--- config.mk ---
export PLATFORM = sky130hd
export DESIGN_NAME = color_transfer_ramp_core
export DESIGN_NICKNAME = d
export VERILOG_FILES = /design/src/hw/rtl/ctr_pkg.sv /design/src/hw/rtl/ctr_nodes.sv /design/src/hw/rtl/ctr_div.sv /design/src/hw/rtl/color_transfer_ramp_core.sv
export SDC_FILE = /design/constraint.sdc
export NUM_CORES = 2
export LEC_CHECK = 0
export BUFFER_PORTS_ARGS = -buffer_cell sky130_fd_sc_hd__buf_2
export CAP_MARGIN = 30
export CORE_ASPECT_RATIO = 1.4
export CORE_UTILIZATION = 50
export CTS_CLUSTER_SIZE = 16
export DETAILED_ROUTE_END_ITERATION = 8
export GPL_TIMING_DRIVEN = 0
export PLACE_DENSITY = 0.65
export REMOVE_ABC_BUFFERS = 1
export SETUP_SLACK_MARGIN = 0.1
export SLEW_MARGIN = 20
export SYNTH_ARGS = -nofsm -noshare
export SYNTH_HDL_FRONTEND = slang
export SYNTH_SLANG_ARGS = --single-unit
--- constraint.sdc ---
create_clock -name clk_i -period 24.4 [get_ports clk_i]
set_input_delay 6.1 -clock clk_i [delete_from_list [all_inputs] [get_ports clk_i]]
set_output_delay 6.1 -clock clk_i [all_outputs]
set_load 0.02 [all_outputs]
--- src/hw/rtl/ctr_pkg.sv ---
// ----------------------------------------------------------------------------
// ctr_pkg
// Types, widths and codes shared by the color transfer ramp modules.
// ----------------------------------------------------------------------------
package ctr_pkg;

  localparam int MAX_NODES   = 16;
  localparam int MAX_ENTRIES = 256;
  localparam int IDX_W       = $clog2(MAX_NODES);
  localparam int CNT_W       = $clog2(MAX_NODES + 1);
  localparam int N1_W        = $clog2(MAX_ENTRIES);
  localparam int ENT_W       = 9;
  localparam int POS_W       = 16;
  localparam int COL_W       = 16;
  localparam int X_W         = 26;
  localparam int MUL_W       = 18;
  localparam int PROD_W      = 2 * MUL_W;
  localparam int DIV_W       = 26;
  localparam int Q_W         = 17;
  localparam int SH_W        = 5;

  typedef enum logic [1:0] {
    ACT_ADD    = 2'd0,
    ACT_REMOVE = 2'd1,
    ACT_CLEAR  = 2'd2,
    ACT_LOOKUP = 2'd3
  } action_e;

  typedef enum logic [1:0] {
    STS_OK        = 2'd0,
    STS_NOT_FOUND = 2'd1,
    STS_FULL      = 2'd2
  } status_e;

  typedef enum logic [1:0] {
    CFG_MIN_POS = 2'd0,
    CFG_MAX_POS = 2'd1,
    CFG_ENTRIES = 2'd2
  } cfg_idx_e;

  typedef enum logic [2:0] {
    NODE_NOP,
    NODE_WRITE,
    NODE_INSERT,
    NODE_REMOVE,
    NODE_CLEAR
  } node_op_e;

  typedef enum logic [3:0] {
    ST_IDLE,
    ST_FIND,
    ST_EDIT,
    ST_XA,
    ST_XB,
    ST_SCAN,
    ST_DIV1,
    ST_DIV2,
    ST_BLEND
  } state_e;

  typedef struct packed {
    logic signed [POS_W-1:0] pos;
    logic [COL_W-1:0]        red;
    logic [COL_W-1:0]        green;
    logic [COL_W-1:0]        blue;
    logic [COL_W-1:0]        mid;
  } node_t;

  typedef struct packed {
    node_op_e         op;
    logic [IDX_W-1:0] idx;
    node_t            data;
  } node_cmd_t;

endpackage

--- src/hw/rtl/ctr_nodes.sv ---
// ----------------------------------------------------------------------------
// ctr_nodes
// Sorted node store: write, insert with shift up, remove with shift down,
// clear, and one read port.
// ----------------------------------------------------------------------------
module ctr_nodes import ctr_pkg::*; (
  input  logic             clk_i,
  input  logic             rst_ni,
  input  node_cmd_t        cmd_i,
  input  logic [IDX_W-1:0] rd_idx_i,
  output node_t            rd_node_o,
  output logic [CNT_W-1:0] count_o
);

  node_t            node_q [MAX_NODES];
  logic [CNT_W-1:0] count_q;

  for (genvar j = 0; j < MAX_NODES; j++) begin : g_node
    localparam int PREV = (j == 0) ? 0 : j - 1;
    localparam int NEXT = (j == MAX_NODES - 1) ? j : j + 1;
    localparam logic [IDX_W-1:0] JIDX = IDX_W'(j);
    always_ff @(posedge clk_i) begin
      case (cmd_i.op)
        NODE_WRITE: begin
          if (cmd_i.idx == JIDX) node_q[j] <= cmd_i.data;
        end
        NODE_INSERT: begin
          if (cmd_i.idx == JIDX) node_q[j] <= cmd_i.data;
          else if (JIDX > cmd_i.idx) node_q[j] <= node_q[PREV];
        end
        NODE_REMOVE: begin
          if (JIDX >= cmd_i.idx) node_q[j] <= node_q[NEXT];
        end
        default: ;
      endcase
    end
  end

  always_ff @(posedge clk_i or negedge rst_ni) begin
    if (!rst_ni) begin
      count_q <= '0;
    end else begin
      case (cmd_i.op)
        NODE_INSERT: count_q <= count_q + CNT_W'(1);
        NODE_REMOVE: count_q <= count_q - CNT_W'(1);
        NODE_CLEAR:  count_q <= '0;
        default: ;
      endcase
    end
  end

  assign rd_node_o = node_q[rd_idx_i];
  assign count_o   = count_q;

endmodule

--- src/hw/rtl/ctr_div.sv ---
// ----------------------------------------------------------------------------
// ctr_div
// Restoring divider for fractions num/den with num <= den: one quotient
// bit per cycle after a leading compare.
// ----------------------------------------------------------------------------
module ctr_div import ctr_pkg::*; (
  input  logic             clk_i,
  input  logic             rst_ni,
  input  logic             start_i,
  input  logic [DIV_W-1:0] num_i,
  input  logic [DIV_W-1:0] den_i,
  input  logic [SH_W-1:0]  nshift_i,
  output logic             done_o,
  output logic [Q_W-1:0]   q_o
);

  logic             busy_q;
  logic [SH_W-1:0]  cnt_q;
  logic [DIV_W:0]   rem_q;
  logic [DIV_W-1:0] den_q;
  logic [Q_W-1:0]   q_q;
  logic [DIV_W:0]   rem2;
  logic             ge;

  assign rem2   = {rem_q[DIV_W-1:0], 1'b0};
  assign ge     = rem2 >= {1'b0, den_q};
  assign done_o = busy_q && (cnt_q == '0);
  assign q_o    = q_q;

  always_ff @(posedge clk_i or negedge rst_ni) begin
    if (!rst_ni) begin
      busy_q <= 1'b0;
      cnt_q  <= '0;
    end else if (start_i) begin
      busy_q <= 1'b1;
      cnt_q  <= nshift_i;
    end else if (busy_q) begin
      if (cnt_q == '0) busy_q <= 1'b0;
      else cnt_q <= cnt_q - SH_W'(1);
    end
  end

  always_ff @(posedge clk_i) begin
    if (start_i) begin
      den_q <= den_i;
      if (num_i >= den_i) begin
        rem_q <= {1'b0, num_i - den_i};
        q_q   <= Q_W'(1);
      end else begin
        rem_q <= {1'b0, num_i};
        q_q   <= '0;
      end
    end else if (busy_q && cnt_q != '0) begin
      rem_q <= ge ? rem2 - {1'b0, den_q} : rem2;
      q_q   <= {q_q[Q_W-2:0], ge};
    end
  end

endmodule

--- src/hw/rtl/color_transfer_ramp_core.sv ---
// ----------------------------------------------------------------------------
// color_transfer_ramp_core
// Piecewise linear color ramp over a sorted table of control nodes.
// Add/remove: node scan (one node per cycle), then an edit. Clear: on accept.
// Lookup: scan and mapping on the shared multiplier, two passes through the
// shared divider and a blend step for each color.
// One request at a time; the result register frees the next request.
// Reset: node count and handshake state clear; node payload stays undefined.
// ----------------------------------------------------------------------------
module color_transfer_ramp_core import ctr_pkg::*; (
  input  logic        clk_i,
  input  logic        rst_ni,
  input  logic        cfg_we_i,
  input  logic [1:0]  cfg_idx_i,
  input  logic [15:0] cfg_data_i,
  input  logic        s_axis_tvalid,
  output logic        s_axis_tready,
  // position, entry_index, red_in, green_in, blue_in, midpoint_in
  input  logic [87:0] s_axis_tdata,
  // action
  input  logic [1:0]  s_axis_tuser,
  output logic        m_axis_tvalid,
  input  logic        m_axis_tready,
  // red_out, green_out, blue_out, slot, status, zero pad
  output logic [55:0] m_axis_tdata
);

  state_e state_q, state_d;

  logic signed [POS_W-1:0] min_q, max_q;
  logic [ENT_W-1:0]        te_q;

  action_e                 act_q, act_d;
  node_t                   req_q, req_d;
  logic [7:0]              eidx_q, eidx_d;
  logic [CNT_W-1:0]        k_q, k_d, lt_q, lt_d;
  logic                    found_q, found_d;
  logic [IDX_W-1:0]        fidx_q, fidx_d;
  logic signed [X_W-1:0]   x_q, x_d, d1_q, d1_d;
  node_t                   prev_q, prev_d, cur_q, cur_d;
  logic [COL_W-1:0]        m_q, m_d;
  logic                    lo_q, lo_d;
  logic [Q_W-1:0]          w_q, w_d;
  logic [1:0]              c_q, c_d;
  logic [COL_W-1:0]        res_q [2], res_d [2];

  logic                    ovalid_q;
  logic [COL_W-1:0]        ored_q, ogrn_q, oblu_q, ored_d, ogrn_d, oblu_d;
  logic [4:0]              oslot_q, oslot_d;
  status_e                 osts_q, osts_d;
  logic                    out_load;

  node_cmd_t               cmd;
  node_t                   rd_node;
  logic [CNT_W-1:0]        count;

  logic                    div_start, div_done;
  logic [DIV_W-1:0]        div_num, div_den;
  logic [SH_W-1:0]         div_nsh;
  logic [Q_W-1:0]          div_q;

  logic signed [MUL_W-1:0]  mul_a, mul_b;
  logic signed [PROD_W-1:0] prod;
  logic [N1_W-1:0]          n1, ient;
  logic signed [X_W-1:0]    t;
  logic [COL_W-1:0]         mc, c_prev, c_cur;
  logic signed [PROD_W-1:0] bsum;
  logic                     in_acc;

  ctr_nodes u_nodes (
    .clk_i, .rst_ni, .cmd_i(cmd), .rd_idx_i(k_q[IDX_W-1:0]),
    .rd_node_o(rd_node), .count_o(count)
  );

  ctr_div u_div (
    .clk_i, .rst_ni, .start_i(div_start), .num_i(div_num), .den_i(div_den),
    .nshift_i(div_nsh), .done_o(div_done), .q_o(div_q)
  );

  assign s_axis_tready = (state_q == ST_IDLE) && !ovalid_q;
  assign in_acc        = s_axis_tvalid && s_axis_tready;
  assign m_axis_tvalid = ovalid_q;
  assign m_axis_tdata  = {1'b0, osts_q, oslot_q, oblu_q, ogrn_q, ored_q};

  always_ff @(posedge clk_i or negedge rst_ni) begin
    if (!rst_ni) begin
      min_q <= '0;
      max_q <= 16'sd4500;
      te_q  <= ENT_W'(MAX_ENTRIES);
    end else if (cfg_we_i) begin
      case (cfg_idx_i)
        CFG_MIN_POS: min_q <= cfg_data_i;
        CFG_MAX_POS: max_q <= cfg_data_i;
        CFG_ENTRIES: te_q  <= cfg_data_i[ENT_W-1:0];
        default: ;
      endcase
    end
  end

  always_comb begin
    if (te_q < ENT_W'(2)) n1 = N1_W'(1);
    else if (te_q > ENT_W'(MAX_ENTRIES)) n1 = N1_W'(MAX_ENTRIES - 1);
    else n1 = N1_W'(te_q - ENT_W'(1));
    ient = (N1_W'(eidx_q) > n1) ? n1 : N1_W'(eidx_q);
    mc = (m_q < COL_W'(1)) ? COL_W'(1) : ((m_q > COL_W'(65534)) ? COL_W'(65534) : m_q);
    case (c_q)
      2'd0:    begin c_prev = prev_q.red;   c_cur = cur_q.red;   end
      2'd1:    begin c_prev = prev_q.green; c_cur = cur_q.green; end
      default: begin c_prev = prev_q.blue;  c_cur = cur_q.blue;  end
    endcase
  end

  // shared multiplier
  always_comb begin
    mul_a = '0;
    mul_b = '0;
    case (state_q)
      ST_XA: begin
        mul_a = MUL_W'(min_q);
        mul_b = $signed({{(MUL_W-N1_W){1'b0}}, n1});
      end
      ST_XB: begin
        mul_a = $signed({{(MUL_W-N1_W){1'b0}}, ient});
        mul_b = MUL_W'($signed({max_q[POS_W-1], max_q}) - $signed({min_q[POS_W-1], min_q}));
      end
      ST_SCAN: begin
        mul_a = MUL_W'(rd_node.pos);
        mul_b = $signed({{(MUL_W-N1_W){1'b0}}, n1});
      end
      ST_BLEND: begin
        mul_a = MUL_W'($signed({1'b0, c_cur}) - $signed({1'b0, c_prev}));
        mul_b = $signed({1'b0, w_q});
      end
      default: ;
    endcase
    prod = mul_a * mul_b;
    t    = prod[X_W-1:0];
    bsum = $signed({{(PROD_W-COL_W-16){1'b0}}, c_prev, 16'h0000}) + prod
         + PROD_W'(32768);
  end

  always_comb begin
    state_d = state_q;
    act_d = act_q; req_d = req_q; eidx_d = eidx_q;
    k_d = k_q; lt_d = lt_q; found_d = found_q; fidx_d = fidx_q;
    x_d = x_q; d1_d = d1_q; prev_d = prev_q; cur_d = cur_q;
    m_d = m_q; lo_d = lo_q; w_d = w_q; c_d = c_q;
    res_d = res_q;
    out_load = 1'b0;
    ored_d = '0; ogrn_d = '0; oblu_d = '0; oslot_d = '0; osts_d = STS_OK;
    cmd = '{op: NODE_NOP, idx: '0, data: req_q};
    div_start = 1'b0;
    div_num = '0; div_den = '0; div_nsh = '0;

    case (state_q)
      ST_IDLE: begin
        if (in_acc) begin
          act_d  = action_e'(s_axis_tuser);
          req_d  = '{pos: s_axis_tdata[15:0], red: s_axis_tdata[39:24],
                     green: s_axis_tdata[55:40], blue: s_axis_tdata[71:56],
                     mid: s_axis_tdata[87:72]};
          eidx_d = s_axis_tdata[23:16];
          k_d = '0; lt_d = '0; found_d = 1'b0; fidx_d = '0;
          case (action_e'(s_axis_tuser))
            ACT_ADD, ACT_REMOVE: state_d = ST_FIND;
            ACT_CLEAR: begin
              cmd.op   = NODE_CLEAR;
              out_load = 1'b1;
            end
            default: begin
              if (count == '0) out_load = 1'b1;
              else state_d = ST_XA;
            end
          endcase
        end
      end
      ST_FIND: begin
        if (k_q == count) begin
          state_d = ST_EDIT;
        end else begin
          if (rd_node.pos == req_q.pos && !found_q) begin
            found_d = 1'b1;
            fidx_d  = k_q[IDX_W-1:0];
          end
          if (rd_node.pos < req_q.pos) lt_d = lt_q + CNT_W'(1);
          k_d = k_q + CNT_W'(1);
        end
      end
      ST_EDIT: begin
        out_load = 1'b1;
        state_d  = ST_IDLE;
        if (act_q == ACT_ADD) begin
          if (found_q) begin
            cmd.op = NODE_WRITE; cmd.idx = fidx_q; oslot_d = 5'(fidx_q);
          end else if (count == CNT_W'(MAX_NODES)) begin
            osts_d = STS_FULL;
          end else begin
            cmd.op = NODE_INSERT; cmd.idx = lt_q[IDX_W-1:0]; oslot_d = 5'(lt_q);
          end
        end else begin
          if (found_q) begin
            cmd.op = NODE_REMOVE; cmd.idx = fidx_q; oslot_d = 5'(fidx_q);
          end else begin
            osts_d = STS_NOT_FOUND;
          end
        end
      end
      ST_XA: begin
        x_d = prod[X_W-1:0];
        state_d = ST_XB;
      end
      ST_XB: begin
        x_d = x_q + prod[X_W-1:0];
        k_d = '0;
        state_d = ST_SCAN;
      end
      ST_SCAN: begin
        if (k_q == count) begin
          out_load = 1'b1;
          ored_d = prev_q.red; ogrn_d = prev_q.green; oblu_d = prev_q.blue;
          state_d = ST_IDLE;
        end else if (x_q > t) begin
          prev_d = rd_node;
          d1_d   = t;
          k_d    = k_q + CNT_W'(1);
        end else if (k_q == '0) begin
          out_load = 1'b1;
          ored_d = rd_node.red; ogrn_d = rd_node.green; oblu_d = rd_node.blue;
          state_d = ST_IDLE;
        end else begin
          cur_d     = rd_node;
          m_d       = prev_q.mid;
          div_start = 1'b1;
          div_num   = DIV_W'(x_q - d1_q);
          div_den   = DIV_W'(t - d1_q);
          div_nsh   = SH_W'(16);
          state_d   = ST_DIV1;
        end
      end
      ST_DIV1: begin
        if (div_done) begin
          div_start = 1'b1;
          div_nsh   = SH_W'(15);
          if (div_q < Q_W'(mc)) begin
            lo_d = 1'b1;
            div_num = DIV_W'(div_q);
            div_den = DIV_W'(mc);
          end else begin
            lo_d = 1'b0;
            div_num = DIV_W'(div_q - Q_W'(mc));
            div_den = DIV_W'(Q_W'(65536) - Q_W'(mc));
          end
          state_d = ST_DIV2;
        end
      end
      ST_DIV2: begin
        if (div_done) begin
          w_d = lo_q ? div_q : div_q + Q_W'(32768);
          c_d = '0;
          state_d = ST_BLEND;
        end
      end
      ST_BLEND: begin
        if (c_q == 2'd2) begin
          out_load = 1'b1;
          ored_d = res_q[0]; ogrn_d = res_q[1]; oblu_d = bsum[31:16];
          state_d = ST_IDLE;
        end else begin
          res_d[c_q[0]] = bsum[31:16];
          c_d = c_q + 2'd1;
        end
      end
      default: state_d = ST_IDLE;
    endcase
  end

  always_ff @(posedge clk_i or negedge rst_ni) begin
    if (!rst_ni) begin
      state_q  <= ST_IDLE;
      ovalid_q <= 1'b0;
    end else begin
      state_q <= state_d;
      if (out_load) ovalid_q <= 1'b1;
      else if (m_axis_tready) ovalid_q <= 1'b0;
    end
  end

  always_ff @(posedge clk_i) begin
    act_q <= act_d; req_q <= req_d; eidx_q <= eidx_d;
    k_q <= k_d; lt_q <= lt_d; found_q <= found_d; fidx_q <= fidx_d;
    x_q <= x_d; d1_q <= d1_d; prev_q <= prev_d; cur_q <= cur_d;
    m_q <= m_d; lo_q <= lo_d; w_q <= w_d; c_q <= c_d;
    res_q <= res_d;
    if (out_load) begin
      ored_q <= ored_d; ogrn_q <= ogrn_d; oblu_q <= oblu_d;
      oslot_q <= oslot_d; osts_q <= osts_d;
    end
  end

`ifndef SYNTH
  a_count_max: assert property (@(posedge clk_i) disable iff (!rst_ni)
    count <= CNT_W'(MAX_NODES)) else $error("node count overflow");
  a_busy_after_accept: assert property (@(posedge clk_i) disable iff (!rst_ni)
    in_acc |=> !s_axis_tready) else $error("ready while request in flight");
  a_full_clean: assert property (@(posedge clk_i) disable iff (!rst_ni)
    (ovalid_q && osts_q == STS_FULL) |-> (oslot_q == '0 && ored_q == '0))
    else $error("full result carries data");
  a_w_range: assert property (@(posedge clk_i) disable iff (!rst_ni)
    (state_q == ST_BLEND) |-> (w_q <= Q_W'(65536))) else $error("weight range");
`endif

endmodule
==> impl_metrics.toml <==
[run_status]
status = "finished with violations"
violations = "DRC"

[logic_synthesis]
synth_compound_area_share_pct = 11.6
yosys.area_share.simple_pct = 8.52
synth-async-reset-ratio_pct = 3.16
syn-cell-area_um2 = 115000
yosys.area.top_type = "edfxtp_1"
yosysWarnings = 0
synth_top_family_by_area = "multiplexers"
synth_cells = 10181
synthAdderAreaFrac_pct = 8.92
ys_ff_latch = 1802
synth_flop_cell = "edfxtp_1"
synth_top_area_share_pct = 45.4
yosysSeqAreaShare_pct = 46.7
yosysUniqueCellTypes = 112
yosys-mux-area-fraction_pct = 18.0
synth-xor-area-share_pct = 1.69
synth-edff-count = 1741
synth_common_cells = "edfxtp_1 (1,741), nand2_1 (1,439), mux2i_1 (979)"
avgSynthCellArea_um2 = 11.3
synth_area_leaders = "edfxtp_1 (45%), mux2i_1 (8.5%), mux4_2 (7.8%), fa_1 (5.2%), nand2_1 (4.7%)"
synth_most_common_cell = "edfxtp_1"

[timing]
post-route-period-util_pct = 81.3
hold_viol_final = 0
period_needed_ns = 19.83
rsz0062_at_grt = "no"
max_freq_mhz = 50.4
setup_viol = 0
hold_slack_ns = 0.421
maxSlewHeadroom_pct = 19.2
drv_slew = 0
fin_ws_ns = 4.57
worst_pin_slew_ns = 1.20
clock_skew_ns = 0.0922

[setup_path]
critPathTopFamily = "adder cells"
worstPathMaxFanout = 39
cp-end-kind = "register"
max_stage_delay_ns = 0.80
worst_setup_path_start_kind = "register"
cpMaxStageDelayCell = "o21a_1"
path_buf_inv = 5
cp.required_ns = 24.95
crit_type = "register to register"
cp_common_cell = "fa_1"
arrival_ns = 20.38
r2r_setup_slack_ns = 4.57

[job]
drv_cap = 0

[cts]
root_buffer = "clkbuf_16"
cts.sinks = 1802
cts_buffers = 189
cts_buffer_depth = 4
cts_setup_buffers = 0
clock_latency_ns = 0.89
cts_resized = 0
cts_tree = "yes"
htree_levels = 4
ctsHoldBuffers = 0
path_clk_slew_ns = 0.07

[detailed_routing]
drc = 5
ant_nets = 0
first_pass_iters = 9
totalWireLength_um = 406000
avgViaCountPerCell = 6.64
wl_per_cell_um = 30.2
drtIter0Drc = 11624
vias = 89214

[power_and_ir_drop]
ir_drop_v = 0.0000545
power_density_nw_per_um2 = 49.0
leakage_nw = 45.1

[placement]
post-dp-hpwl_um = 289000
io_buffers = 169
gp_congestion = 0.939
pre_cts_ws_ns = 4.63

[cells_and_area]
nets = 10986
drive_gt1_share_pct = 14.8
fillers = 18404
syn2layout_area_growth_pct = 14.1

[floorplanning]
start_util_pct = 50.3
die_w_um = 408
die_h_um = 570
rows = 208
die_area_um2 = 232000
fp.coreArea_um2 = 229000
io_pins = 171

[global_routing]
grt_util_all_layers_pct = 34.3
grt_max_degree = 70
grt_pass1_wl_um = 589000
grt_pass1_vias = 88676
antenna_found_initial = 14
overflow = 0

[min_path]
hold_class = "register to register"
cells in the final DEF, fill, tap and decap left out, types with 20 or more instances in the layout:
cell       instances
a22oi_1           78
o21bai_1          28
o22ai_1           97
o21ai_0          947
edfxtp_1        1741
clkinv_1          59
clkbuf_1          38
nor2_1           449
inv_1            575
ha_1             338
o21a_1            68
buf_12           110
buf_4             49
a211oi_1          26
buf_6             25
nand3_1           56
nor3_1            57
dfrtp_1           51
mux4_2           399
a21oi_1          477
buf_2            193
nand4_1           29
o21ai_1          258
xor2_1            69
a21o_1           104
nor2b_1           44
nand2b_1          48
fa_1             300
clkbuf_16        191
mux2i_1          979
mux2_1            20
buf_16           172
a22o_1            24
mux2_2           157
xnor2_1          144
and2_1            82
a31oi_1           26
clkinv_2          33
nand2_1         1432
kinds of logic after synthesis:
logic type / after synthesis
AO/OA/AOI/OAI: 2330
XOR/XNOR: 220
adder cells (fa/ha/maj): 641
buffers and inverters: 1298
flip-flops: 1802
multiplexers: 1555
other: 1
AND/OR/NAND/NOR: 2334
flip-flops by register name, summed over array words and instances (netlist names), 17 cells and up, named ones only:
name and flops:
u_nodes.node_q 1280, cur_q 48, d1_q 26, prev_q 64, w_q 17, u_div.den_q 26, x_q 26, res_q 32
u_div.rem_q 26, u_div.q_o 17, cmd 80
final timing paths:
check / start / endpoint / cells after the start
hold / removal: prev_q[4]$_DFFE_PP_ / m_q[4]$_DFFE_PP_ / 0
setup / recovery: c_q[0]$_SDFFCE_PN0P_ / u_div.rem_q[18]$_DFFE_PP_ / 58
max in group asynchronous: rst_ni / max_q[15]$_DFFE_PN0P_ / 1
hold reg to reg: prev_q[4]$_DFFE_PP_ / m_q[4]$_DFFE_PP_ / 0
min in group asynchronous: rst_ni / m_axis_tvalid$_DFFE_PN0P_ / 1
setup reg to reg: c_q[0]$_SDFFCE_PN0P_ / u_div.rem_q[18]$_DFFE_PP_ / 58
layout make-up:
type	instances	area (µm²)	area share (%)
Multi-Input combinational cell	7081	56800	43.2
Sequential cell	1802	53800	41.0
Timing Repair Buffer	558	8660	6.59
Clock buffer	230	4940	3.76
Tap cell	3045	3810	2.90
Inverter	601	2280	1.73
Clock inverter	112	1050	0.796
Antenna cell	14	35.0	0.0267
per-stage QoR:
| step | utilization, % | power, mW | instances | setup TNS, ns | cell area (µm²) |
|---|---|---|---|---|---|
| floorplan | - | 3.51 | 9484 | -463.81 | 112000 |
| global placement | 51.0 | 3.55 | 12698 | - | 117000 |
| detailed placement | 54.7 | 3.56 | 13083 | 0 | 125000 |
| CTS | 57.3 | 6.44 | 13425 | 0 | 131000 |
| global route | 57.3 | 6.56 | 13430 | 0 | 131000 |
| finish | 57.4 | 6.43 | 13443 | 0 | 131000 |
report_power, final:
part | leakage (nW) | internal [mW] | total (mW) | switching, mW
registers | 16.0 | 3.35 | 3.37 | 0.0109
logic | 26.2 | 0.0541 | 0.132 | 0.0780
clock network | 2.92 | 1.63 | 2.94 | 1.31
total | 45.1 | 5.04 | 6.43 | 1.39
metal layers:
layer  vias to the layer above  routed length (µm)  GRT usage (%)
met5                         -                  46              0
met4                         8               30500           21.5
met3                      1698               47400           8.05
met2                      6165              187000           54.8
met1                     44011              141000           42.0
li1                      37332                   -              -
Note: power is estimated with default switching activity, not from simulation.
